<file path="config.mk">
export PLATFORM = sky130hd
export DESIGN_NAME = fp32_add_sub_cmp_convert_core
export DESIGN_NICKNAME = d
export VERILOG_FILES = /design/src/rtl/fpasc_pkg.sv /design/src/rtl/fpasc_align.sv /design/src/rtl/fpasc_addnorm.sv /design/src/rtl/fpasc_round.sv /design/src/rtl/fp32_add_sub_cmp_convert_core.sv
export SDC_FILE = /design/constraint.sdc
export NUM_CORES = 1
export LEC_CHECK = 0
export ABC_AREA = 1
export BUFFER_PORTS_ARGS = -buffer_cell sky130_fd_sc_hd__buf_2
export CAP_MARGIN = 20
export CORE_UTILIZATION = 50
export DETAILED_ROUTE_END_ITERATION = 8
export PLACE_DENSITY = 0.7
export SLEW_MARGIN = 20
export SYNTH_ARGS = -nofsm -noshare
export SYNTH_HDL_FRONTEND = slang
export SYNTH_SLANG_ARGS = --single-unit
</file>
<file path="constraint.sdc">
create_clock -name clk -period 5.55 [get_ports clk]
set_input_delay 0.2775 -clock clk [delete_from_list [all_inputs] [get_ports clk]]
set_output_delay 0.2775 -clock clk [all_outputs]
set_load 0.005 [all_outputs]
</file>
<file path="src/rtl/fpasc_pkg.sv">
`default_nettype none
// ----------------------------------------------------------------------------
// fpasc_pkg
// Shared types and constants for the single-precision add/sub/compare/convert
// pipeline.
// ----------------------------------------------------------------------------
package fpasc_pkg;

  typedef enum logic [2:0] {
    CMD_ADD  = 3'd0,
    CMD_SUB  = 3'd1,
    CMD_CMP  = 3'd2,
    CMD_CVT  = 3'd3,
    CMD_UNO  = 3'd4
  } cmd_t;

  localparam logic [31:0] MAG_MASK  = 32'h7fff_ffff;
  localparam logic [31:0] QNAN_BITS = 32'h7fc0_0000;
  localparam logic [31:0] INF_BITS  = 32'h7f80_0000;
  localparam logic [31:0] SIGN_BIT  = 32'h8000_0000;
  localparam logic [7:0]  EXP_ONES  = 8'hff;
  localparam logic [7:0]  EXP_BIAS  = 8'd127;

  // Results that bypass the adder datapath (special cases, cmp, cvt, nan).
  typedef struct packed {
    logic        done;      // final sum already known
    logic [31:0] sum;
    logic [31:0] ival;
    logic [1:0]  ord;
    logic        uno;
  } side_t;

endpackage
`default_nettype wire

</file>
<file path="src/rtl/fpasc_align.sv">
`default_nettype none
// ----------------------------------------------------------------------------
// fpasc_align
// Stage one: swap, special cases, alignment shift with sticky, plus the
// compare, convert and NaN results.
// ----------------------------------------------------------------------------
module fpasc_align (
  input  wire logic          clk,
  input  wire logic          rst_n,
  input  wire logic          vld_in,
  input  wire logic [2:0]    cmd,
  input  wire logic [31:0]   op_a,
  input  wire logic [31:0]   op_b,
  output logic               vld_r,
  output logic               sx_r,
  output logic               sub_r,
  output logic [8:0]         ee_r,
  output logic [26:0]        gx_r,
  output logic [26:0]        gy_r,
  output fpasc_pkg::side_t   side_r
);
  import fpasc_pkg::*;

  logic [31:0] b_eff, x, y;
  logic [7:0]  ex, ey, pxe, pye, exp_diff;
  logic [22:0] mx, my;
  logic [26:0] gx, gy, gy_sh, lost;
  logic        sx, sy;
  side_t       side;
  logic [7:0]  ea, pa;
  logic [23:0] siga;
  logic [31:0] r;
  logic [31:0] ma, mb;

  always_comb begin
    b_eff = (cmd == CMD_SUB) ? (op_b ^ SIGN_BIT) : op_b;
    if ((op_a & MAG_MASK) < (b_eff & MAG_MASK)) begin
      x = b_eff; y = op_a;
    end else begin
      x = op_a; y = b_eff;
    end
    sx = x[31]; sy = y[31];
    ex = x[30:23]; ey = y[30:23];
    mx = x[22:0]; my = y[22:0];
    gx = {(ex != 8'd0), mx, 3'b000};
    gy = {(ey != 8'd0), my, 3'b000};
    pxe = (ex != 8'd0) ? ex : 8'd1;
    pye = (ey != 8'd0) ? ey : 8'd1;
    exp_diff = pxe - pye;
    lost = 27'd0;
    if (exp_diff >= 8'd27) begin
      gy_sh = {26'd0, (gy != 27'd0)};
    end else begin
      lost  = gy & ((27'd1 << exp_diff[4:0]) - 27'd1);
      gy_sh = (gy >> exp_diff[4:0]) | {26'd0, (lost != 27'd0)};
    end

    side = '0;
    if (cmd == CMD_ADD || cmd == CMD_SUB) begin
      if (ex == EXP_ONES) begin
        side.done = 1'b1;
        side.sum  = (mx == 23'd0 && ey == EXP_ONES && my == 23'd0 && sx != sy)
                    ? QNAN_BITS : x;
      end else if ((y & MAG_MASK) == 32'd0) begin
        side.done = 1'b1;
        if ((x & MAG_MASK) == 32'd0) side.sum = (sx & sy) ? SIGN_BIT : 32'd0;
        else side.sum = x;
      end
    end else begin
      side.done = 1'b1;
    end

    ma = op_a & MAG_MASK; mb = op_b & MAG_MASK;
    if (cmd == CMD_CMP && ((op_a | op_b) & MAG_MASK) != 32'd0) begin
      if (op_a[31] != op_b[31]) side.ord = op_a[31] ? 2'b11 : 2'b01;
      else if (ma == mb) side.ord = 2'b00;
      else if ((ma < mb) ^ op_a[31]) side.ord = 2'b11;
      else side.ord = 2'b01;
    end

    ea = op_a[30:23];
    pa = ea - EXP_BIAS;
    siga = {1'b1, op_a[22:0]};
    r = 32'd0;
    if (cmd == CMD_CVT && ea != 8'd0) begin
      if (ea == EXP_ONES || ea >= 8'd158) begin
        side.ival = op_a[31] ? 32'h8000_0000 : 32'h7fff_ffff;
      end else if (ea >= EXP_BIAS) begin
        if (pa >= 8'd23) r = {8'd0, siga} << (pa[4:0] - 5'd23);
        else r = {8'd0, siga} >> (5'd23 - pa[4:0]);
        side.ival = op_a[31] ? (32'd0 - r) : r;
      end
    end

    if (cmd == CMD_UNO) begin
      side.uno = (op_a[30:23] == EXP_ONES && op_a[22:0] != 23'd0) ||
                 (op_b[30:23] == EXP_ONES && op_b[22:0] != 23'd0);
    end
  end

  always_ff @(posedge clk) begin
    if (!rst_n) vld_r <= 1'b0;
    else vld_r <= vld_in;
    sx_r   <= sx;
    sub_r  <= (sx != sy);
    ee_r   <= {1'b0, pxe};
    gx_r   <= gx;
    gy_r   <= gy_sh;
    side_r <= side;
  end

endmodule
`default_nettype wire

</file>
<file path="src/rtl/fpasc_addnorm.sv">
`default_nettype none
// ----------------------------------------------------------------------------
// fpasc_addnorm
// Stage two: significand add or subtract and leading-one normalization.
// ----------------------------------------------------------------------------
module fpasc_addnorm (
  input  wire logic          clk,
  input  wire logic          rst_n,
  input  wire logic          vld_in,
  input  wire logic          sx,
  input  wire logic          sub,
  input  wire logic [8:0]    ee,
  input  wire logic [26:0]   gx,
  input  wire logic [26:0]   gy,
  input  fpasc_pkg::side_t   side,
  output logic               vld_r,
  output logic               sx_r,
  output logic signed [9:0]  ee_r,
  output logic [26:0]        acc_r,
  output fpasc_pkg::side_t   side_r
);
  import fpasc_pkg::*;

  logic [27:0]        s;
  logic [26:0]        acc;
  logic signed [9:0]  e;
  logic [4:0]         lz;
  side_t              sd;

  always_comb begin
    sd  = side;
    e   = $signed({1'b0, ee});
    acc = 27'd0;
    lz  = 5'd0;
    if (!sub) begin
      s = {1'b0, gx} + {1'b0, gy};
      if (s[27]) begin
        acc = s[27:1] | {26'd0, s[0]};
        e   = e + 10'sd1;
      end else begin
        acc = s[26:0];
      end
    end else begin
      s = {1'b0, gx} - {1'b0, gy};
      if (s[26:0] == 27'd0) begin
        if (!sd.done) begin
          sd.done = 1'b1;
          sd.sum  = 32'd0;
        end
      end
      for (int i = 0; i < 27; i++) begin
        if (s[i]) lz = 5'(26 - i);
      end
      acc = s[26:0] << lz;
      e   = e - $signed({5'd0, lz});
    end
  end

  always_ff @(posedge clk) begin
    if (!rst_n) vld_r <= 1'b0;
    else vld_r <= vld_in;
    sx_r   <= sx;
    ee_r   <= e;
    acc_r  <= acc;
    side_r <= sd;
  end

endmodule
`default_nettype wire

</file>
<file path="src/rtl/fpasc_round.sv">
`default_nettype none
// ----------------------------------------------------------------------------
// fpasc_round
// Stage three: round to nearest even, overflow, subnormal denormalization and packing.
// ----------------------------------------------------------------------------
module fpasc_round (
  input  wire logic          clk,
  input  wire logic          rst_n,
  input  wire logic          vld_in,
  input  wire logic          sx,
  input  wire logic signed [9:0] ee,
  input  wire logic [26:0]   acc,
  input  fpasc_pkg::side_t   side,
  output logic               vld_r,
  output logic [31:0]        sum_r,
  output logic [31:0]        ival_r,
  output logic [1:0]         ord_r,
  output logic               uno_r
);
  import fpasc_pkg::*;

  logic [2:0]        grs;
  logic [24:0]       sig;
  logic signed [9:0] e, sh;
  logic [31:0]       packed_v;

  always_comb begin
    grs = acc[2:0];
    sig = {1'b0, acc[26:3]};
    e   = ee;
    if (grs > 3'd4 || (grs == 3'd4 && sig[0])) begin
      sig = sig + 25'd1;
      if (sig[24]) begin
        sig = sig >> 1;
        e   = e + 10'sd1;
      end
    end
    sh = 10'sd1 - e;
    if (e >= 10'sd255) begin
      packed_v = {sx, INF_BITS[30:0]};
    end else if (e <= 10'sd0) begin
      if (sh >= 10'sd24) packed_v = {sx, 31'd0};
      else packed_v = {sx, 8'd0, 23'(sig[23:0] >> sh[4:0])};
    end else begin
      packed_v = {sx, e[7:0], sig[22:0]};
    end
    if (side.done) packed_v = side.sum;
  end

  always_ff @(posedge clk) begin
    if (!rst_n) vld_r <= 1'b0;
    else vld_r <= vld_in;
    sum_r  <= packed_v;
    ival_r <= side.ival;
    ord_r  <= side.ord;
    uno_r  <= side.uno;
  end

endmodule
`default_nettype wire

</file>
<file path="src/rtl/fp32_add_sub_cmp_convert_core.sv">
`default_nettype none
// ----------------------------------------------------------------------------
// fp32_add_sub_cmp_convert_core
// Single-precision add/subtract, compare, float-to-int32 and NaN test.
// ----------------------------------------------------------------------------
// Usage: raise start with in_cmd, in_op_a and in_op_b; the item is taken at
// that edge since busy is always low (the pipeline never stalls).
// A new item may be issued every cycle: throughput is one item per cycle.
// The result passes through the align, add/normalize and round stage
// registers and appears on the out_ ports with out_valid high, for one cycle only.
// Stage one swaps operands, resolves special cases and aligns; stage two
// adds or subtracts and normalizes; stage three rounds and packs.
// Compare, convert and NaN results are formed in stage one and ride along.
// Fields that a command does not produce read zero; unknown commands give
// an item with all fields zero.
// Reset (rst_n low, synchronous) clears the valid bits of every stage, so
// items in flight are dropped. The receiver cannot stall the output.
// ----------------------------------------------------------------------------
module fp32_add_sub_cmp_convert_core (
  input  wire logic               clk,
  input  wire logic               rst_n,
  input  wire logic               start,
  output logic                    busy,
  input  wire logic [2:0]         in_cmd,
  input  wire logic [31:0]        in_op_a,
  input  wire logic [31:0]        in_op_b,
  output logic                    out_valid,
  output logic [31:0]             out_sum_bits,
  output logic signed [31:0]      out_int_value,
  output logic signed [1:0]       out_order,
  output logic                    out_unordered
);
  import fpasc_pkg::*;

  logic              v1, sx1, sub1;
  logic [8:0]        ee1;
  logic [26:0]       gx1, gy1;
  side_t             sd1;
  logic              v2, sx2;
  logic signed [9:0] ee2;
  logic [26:0]       acc2;
  side_t             sd2;
  logic [31:0]       ival;
  logic [1:0]        ord;

  assign busy = 1'b0;

  fpasc_align u_align (
    .clk(clk), .rst_n(rst_n), .vld_in(start & ~busy), .cmd(in_cmd),
    .op_a(in_op_a), .op_b(in_op_b), .vld_r(v1), .sx_r(sx1), .sub_r(sub1),
    .ee_r(ee1), .gx_r(gx1), .gy_r(gy1), .side_r(sd1)
  );

  fpasc_addnorm u_addnorm (
    .clk(clk), .rst_n(rst_n), .vld_in(v1), .sx(sx1), .sub(sub1), .ee(ee1),
    .gx(gx1), .gy(gy1), .side(sd1), .vld_r(v2), .sx_r(sx2), .ee_r(ee2),
    .acc_r(acc2), .side_r(sd2)
  );

  fpasc_round u_round (
    .clk(clk), .rst_n(rst_n), .vld_in(v2), .sx(sx2), .ee(ee2), .acc(acc2),
    .side(sd2), .vld_r(out_valid), .sum_r(out_sum_bits), .ival_r(ival),
    .ord_r(ord), .uno_r(out_unordered)
  );

  assign out_int_value = $signed(ival);
  assign out_order     = $signed(ord);

endmodule
`default_nettype wire

</file>
* Yosys cells after proc, flatten, opt, wreduce, memory -nomap -nowiden
Cells that the tools add are included.
Operators by class: $add $sub $neg 13, $lt $le $gt $ge 10, eq/ne operators 12, shift-type cells 6, mux-type cells 66, bitwise operators 8, reductions and logical operators 27
Operators by type and width (number):
- two-way mux 32 bit | 17
- two-way mux 5 bit | 28
- two-way mux 33 bit | 3
- zero test 32 bit | 2
- less-than comparator 31 bit | 2
- two-way mux 31 bit | 2
- two-way mux 27 bit | 2
- bitwise OR 27 x 1 -> 27 bit | 2
- two-way mux 24 bit | 2
- zero test 23 bit | 2
- nonzero test 23 bit | 2
- two-way mux 10 bit | 4
- equality test 8 bit, second input constant | 4
- nonzero test 32 bit | 1
- << shifter 24 x 5 -> 32 bit | 1
- >> shifter 24 x 5 -> 32 bit | 1
- subtractor 1 x 32 -> 32 bit, first input constant | 1
- equality test 31 bit | 1
- bitwise OR 31 bit | 1
- adder 27 x 27 -> 28 bit | 1
- bitwise AND 27 bit | 1
- zero test 27 bit | 1
- nonzero test 27 bit | 1
- << shifter 1 x 5 -> 27 bit, first input constant | 1
- other kinds (38) | 59
Storage, ports and cells: bits in registers 305, input port bits 70, output and inout bits 69

* Longest topological paths before layout
depth in word-level cells 31, gate-level depth with buffers 41, depth with buffers taken out 40

* Cells and area by module
A second synthesis with hierarchy kept.
Second synthesis, totals: cells, all modules 4264, area total of the unflattened synthesis 25538.2 µm²
Modules (own cells, without submodules):
- fpasc_align | times used 1, cells each 2146, area an instance 12320.6 µm², seq. area each 2602.5 µm²
- fpasc_addnorm | times used 1, cells each 1189, area an instance 7867.5 µm², seq. area each 2142.1 µm²
- fpasc_round | times used 1, cells each 927, area an instance 5338.9 µm², seq. area each 1361.3 µm²
- fp32_add_sub_cmp_convert_core | times used 1, cells each 2, area an instance 11.3 µm², seq. area each 0.0 µm²

* Worst setup path after synthesis
No wires, ideal clock.
kind input to register, start in in_op_a[23], end reg u_align.gy_r[26], arrival time 5664 ps, path slack -206 ps, stages on the path 28, buffers on the path 5, path through buf_2 > inv_2 > buf_2 > ha_1 > nor4_1 > a221oi_1 > nand2_1 > buf_2 > clkbuf_1 > nand2_1 > o21ai_0 > inv_1 > nor4_1 > nand4_1 > nand2_1 > inv_1 > ha_1 > fa_1 > clkbuf_1 > clkinv_1 > nand2_1 > nand2_1 > a21boi_0 > nor3b_1 > clkinv_1 > nor2_1 > inv_1 > nor4_1
On the way: elaborated cells on any way between the ends 11, those cells by class add/sub (1); order compare (2); shift (1); mux (4); bitwise (1); reduce/logical (2)
RTL lines:
- start, declared | RTL line fp32_add_sub_cmp_convert_core.sv:25 | input wire logic [31:0] in_op_a,
- less-than comparator 31 bit | RTL line fpasc_align.sv:37 | if ((op_a & MAG_MASK) < (b_eff & MAG_MASK)) begin
- two-way mux 32 bit (*) | RTL line fpasc_align.sv:37
- nonzero test 8 bit | RTL line fpasc_align.sv:47 | pxe = (ex != 8'd0) ? ex : 8'd1;
- two-way mux 8 bit (*) | RTL line fpasc_align.sv:47
- via u_align.pxe[6] | RTL line fpasc_align.sv:25 | logic [7:0] ex, ey, pxe, pye, exp_diff;
- subtractor 8 bit (*) | RTL line fpasc_align.sv:49 | exp_diff = pxe - pye;
- >= comparator 8 x 5 -> 1 bit (*) | RTL line fpasc_align.sv:51 | if (exp_diff >= 8'd27) begin
- end signal, assigned | RTL line fpasc_align.sv:108 | gy_r <= gy_sh;
- end, declared | RTL line fpasc_align.sv:19 | output logic [26:0] gy_r,
The timed path passes the listed nets; every way through them passes the cells marked *. A chain may end at the register's enable or synchronous reset.

* Final worst setup path
start in in_op_b[2], end reg u_align.gy_r[0]
On the way: elaborated cells on any way between the ends 18, those cells by class add/sub (2); order compare (2); shift (2); mux (6); bitwise (2); reduce/logical (4)
RTL lines:
- start, declared | RTL line fp32_add_sub_cmp_convert_core.sv:26 | input wire logic [31:0] in_op_b,
- two-way mux 32 bit (*) | RTL line fpasc_align.sv:36 | b_eff = (cmd == CMD_SUB) ? (op_b ^ SIGN_BIT) : op_b;
- less-than comparator 31 bit (*) | RTL line fpasc_align.sv:37
- two-way mux 32 bit (*) | RTL line fpasc_align.sv:37
- nonzero test 8 bit | RTL line fpasc_align.sv:47
- two-way mux 8 bit (*) | RTL line fpasc_align.sv:47
- via u_align.pxe[7] | RTL line fpasc_align.sv:25
- subtractor 8 bit (*) | RTL line fpasc_align.sv:49
- >= comparator 8 x 5 -> 1 bit (*) | RTL line fpasc_align.sv:51
- two-way mux 1 bit (*) | RTL line fpasc_align.sv:51
- via u_align.gy_sh[0] | RTL line fpasc_align.sv:27 | logic [26:0] gx, gy, gy_sh, lost;
Marked as above.

==> summary.txt <==
Global routing
  • First-pass GRT wire length: 122000 um
  • GRT Overall Usage: 32.6%
  • Vias in the first global route: 22227
  • Total gr overflow: 0
  • Initial antenna violation count: 3
  • Largest net degree at the start of global routing: 93

Logic synthesis
  • Synthesized cell area: 23000 sq um
  • Cell variety after synth: 72
  • Cells after synthesis: 3674
  • Post-synthesis async set-or-reset flop share: 0%
  • Syn nets: 3884
  • Synth Register Bits: 305
  • Sequential share of the synthesized area: 26.5%
  • Warning count from the yosys run: 0
  • Top FF cell, synth: dfxtp_1
  • Avg Cell Area, Syn: 6.27 sq um
  • Number of synthesized flops with an enable pin: 0

Timing
  • Fmax: 0.198 GHz
  • Setup ws final: 509 ps
  • RSZ-0062 raised after global routing: false
  • Min Hold Slack: 77.9 ps
  • Slew margin rel.: 25.4%
  • Min Tclk post-route: 5040 ps
  • Final Hold Fails: 0
  • Skew final: 20.5 ps
  • Max-slew violations: 0
  • Setup TNS: 0 ps
  • Setup violators final: 0
  • Period Utilization, post-route: 90.8%
  • Actual slew at the worst max-slew pin: 1120 ps

Critical path
  • Crit path kind: in -> reg
  • CP most frequent cell: nand2_1
  • Crit path max fanout: 11
  • CP max-delay cell: fa_1
  • Setup crit start kind: input pin
  • Worst EP arrival: 5490 ps
  • Largest stage delay on the critical path: 400 ps
  • Required time of the critical path: 5990 ps
  • Worst setup EP type: register

Route
  • Routed Wire Length: 78100 um
  • DR pass1 iterations: 6
  • Vias: 24633
  • DRC Markers: 0
  • Violation count after the first detailed-route iteration: 2488
  • WL/cell: 17.6 um
  • Antenna Nets Post-Route: 0
  • Number of vias per cell: 5.55

Place
  • Setup WS pre-CTS: -209 ps
  • I/O Buffers: 137
  • Final HPWL DP: 62700 um
  • Routability Congestion: 1.05

Floorplan
  • Die H: 217 um
  • Die W: 217 um
  • Row count: 78
  • Full die area: 46900 sq um
  • Core Area: 45400 sq um
  • Initial Utilization: 50.7%
  • # IOs: 139

Clocking
  • Clk slew on worst S/H paths: 60 ps
  • Clk sinks: 305
  • CTS tree: built
  • H-tree depth: 1
  • Bufs on Longest Clock Path: 3
  • Clk_lat worst skew: 580 ps
  • CTS buffer count: 31
  • Root Driver: clkbuf_16

Layout
  • Most frequent cells in the layout: nand2_1, inv_1, o21ai_0
  • Share of cells above drive strength 1: 10.9%
  • Most common cell after layout, fill and taps aside: nand2_1
  • Area Growth Syn to Fin: 12.3%
  • Final net count: 4026
  • # diodes: 0

Pwr
  • Pwr dens: 430 nW/um^2
  • VDD IR max: 0.347 mV
  • Leak Pwr: 0.0128 uW

Status
  • Status: complete, no violations

Hold path
  • Worst hold-check path type: in -> reg

Job
  • Max Cap Violations: 0
-- repair_timing --
item                       4_1_cts  5_1_grt
hold buffers                     5        0
gates resized for setup          0        7
hold endpoints to repair         4        0
setup buffers                    0        0
setup endpoints to repair        0        2
-- per-stage QoR --
| step | total power (uW) | util (%) | cells | area [sq um] |
|---|---|---|---|---|
| detailed placement | 8950 | 54.6 | 4378 | 24800 |
| CTS | 11000 | 57.0 | 4439 | 25800 |
| floorplan | 7140 | - | 3674 | 23000 |
| finish | 11100 | 57.0 | 4439 | 25900 |
| global placement | 8960 | 54.6 | 4378 | 24800 |
| global route | 12000 | 57.0 | 4439 | 25900 |
-- cells in the mapped netlist, drive strengths merged (6+ instances only) --
| library cell | n | area share (%) |
|---|---|---|
| a211oi | 10 | 0.33 |
| a21oi | 241 | 5.3 |
| a22oi | 14 | 0.60 |
| a31oi | 18 | 0.49 |
| buf | 66 | 1.5 |
| clkbuf | 104 | 1.7 |
| dfxtp | 305 | 27 |
| ha | 137 | 7.4 |
| inv | 483 | 7.9 |
| mux2i | 16 | 0.70 |
| nand2 | 904 | 15 |
| nand3 | 325 | 7.2 |
| nand3b | 6 | 0.20 |
| nand4 | 62 | 1.8 |
| nor2 | 308 | 5.4 |
| nor3 | 35 | 0.78 |
| nor4 | 36 | 1.0 |
| o211ai | 26 | 0.85 |
| o21a | 17 | 0.55 |
| o21ai | 367 | 8.1 |
| o21bai | 13 | 0.42 |
| o221ai | 6 | 0.23 |
| o22ai | 22 | 0.60 |
| o311ai | 6 | 0.23 |
| o31ai | 13 | 0.45 |
| or2 | 15 | 0.41 |
| xnor2 | 7 | 0.27 |
| xor2 | 70 | 2.7 |
-- power breakdown --
part / switching [uW] / internal [uW]
Sequential: 240 / 2460
Combinational: 4320 / 2060
Clock: 880 / 1150
Total: 5440 / 5680
-- worst paths after layout --
path                            cells past startpoint            endpoint  slack [ps]                  from
worst max-delay path                               35     u_align.gy_r[0]         510            in_op_b[2]
worst min register to register                      0  u_round.ival_r[15]         320  u_addnorm.side_r[18]
worst min-delay path                                3  u_align.side_r[67]          80             in_cmd[2]
worst max register to register                     30   u_addnorm.ee_r[7]         620       u_align.gy_r[0]
-- sequential cells by signal, summed over array words and instances (netlist names), 2 cells and up --
| name | cells |
|---|---|
| u_addnorm.side_r | 68 |
| u_align.gx_r | 24 |
| u_addnorm.acc_r | 27 |
| u_align.gy_r | 27 |
| u_align.side_r | 68 |
| u_align.ee_r | 8 |
| u_round.ord_r | 2 |
| u_round.sum_r | 32 |
| u_addnorm.ee_r | 10 |
| u_round.ival_r | 32 |
-- cells by family after synthesis --
kind of cell               after synthesis  synth area share, %
muxes                                   16                0.695
adders and majority gates              140                 7.70
other                                    1               0.0163
DFF                                    305                 26.5
xor gates and xnor gates                77                 2.96
AOI/OAI and AO/OA                      779                 19.1
and+or+nand+nor                       1698                 31.9
buffers and inverters                  658                 11.2
-- final cells by class --
type / instances / area, sq um
fill: 4583 / 19500
multi-input combinational: 2711 / 14400
sequential: 305 / 6110
inverter: 488 / 1830
timing repair buffer: 279 / 1780
clock buffer: 40 / 860
tap: 600 / 751
clock inverter: 16 / 154
-- critical path, delay by kind of cell --
| family | cells | cell delay, ps |
|---|---|---|
| buffers and inverters | 8 | 750 |
| AND/OR/NAND/NOR | 14 | 2130 |
| AO/OA/AOI/OAI | 10 | 1430 |
| adder cells (fa/ha/maj) | 3 | 900 |
-- routing by layer --
metal / wire [um] / global-route usage, % / up-vias
li1: - / - / 12339
met5: 38 / 0 / -
met1: 34600 / 45.7 / 11006
met3: 6210 / 3.19 / 171
met2: 34200 / 51.4 / 1111
met4: 2980 / 12.5 / 6
Power figures use the tool's default switching activity.
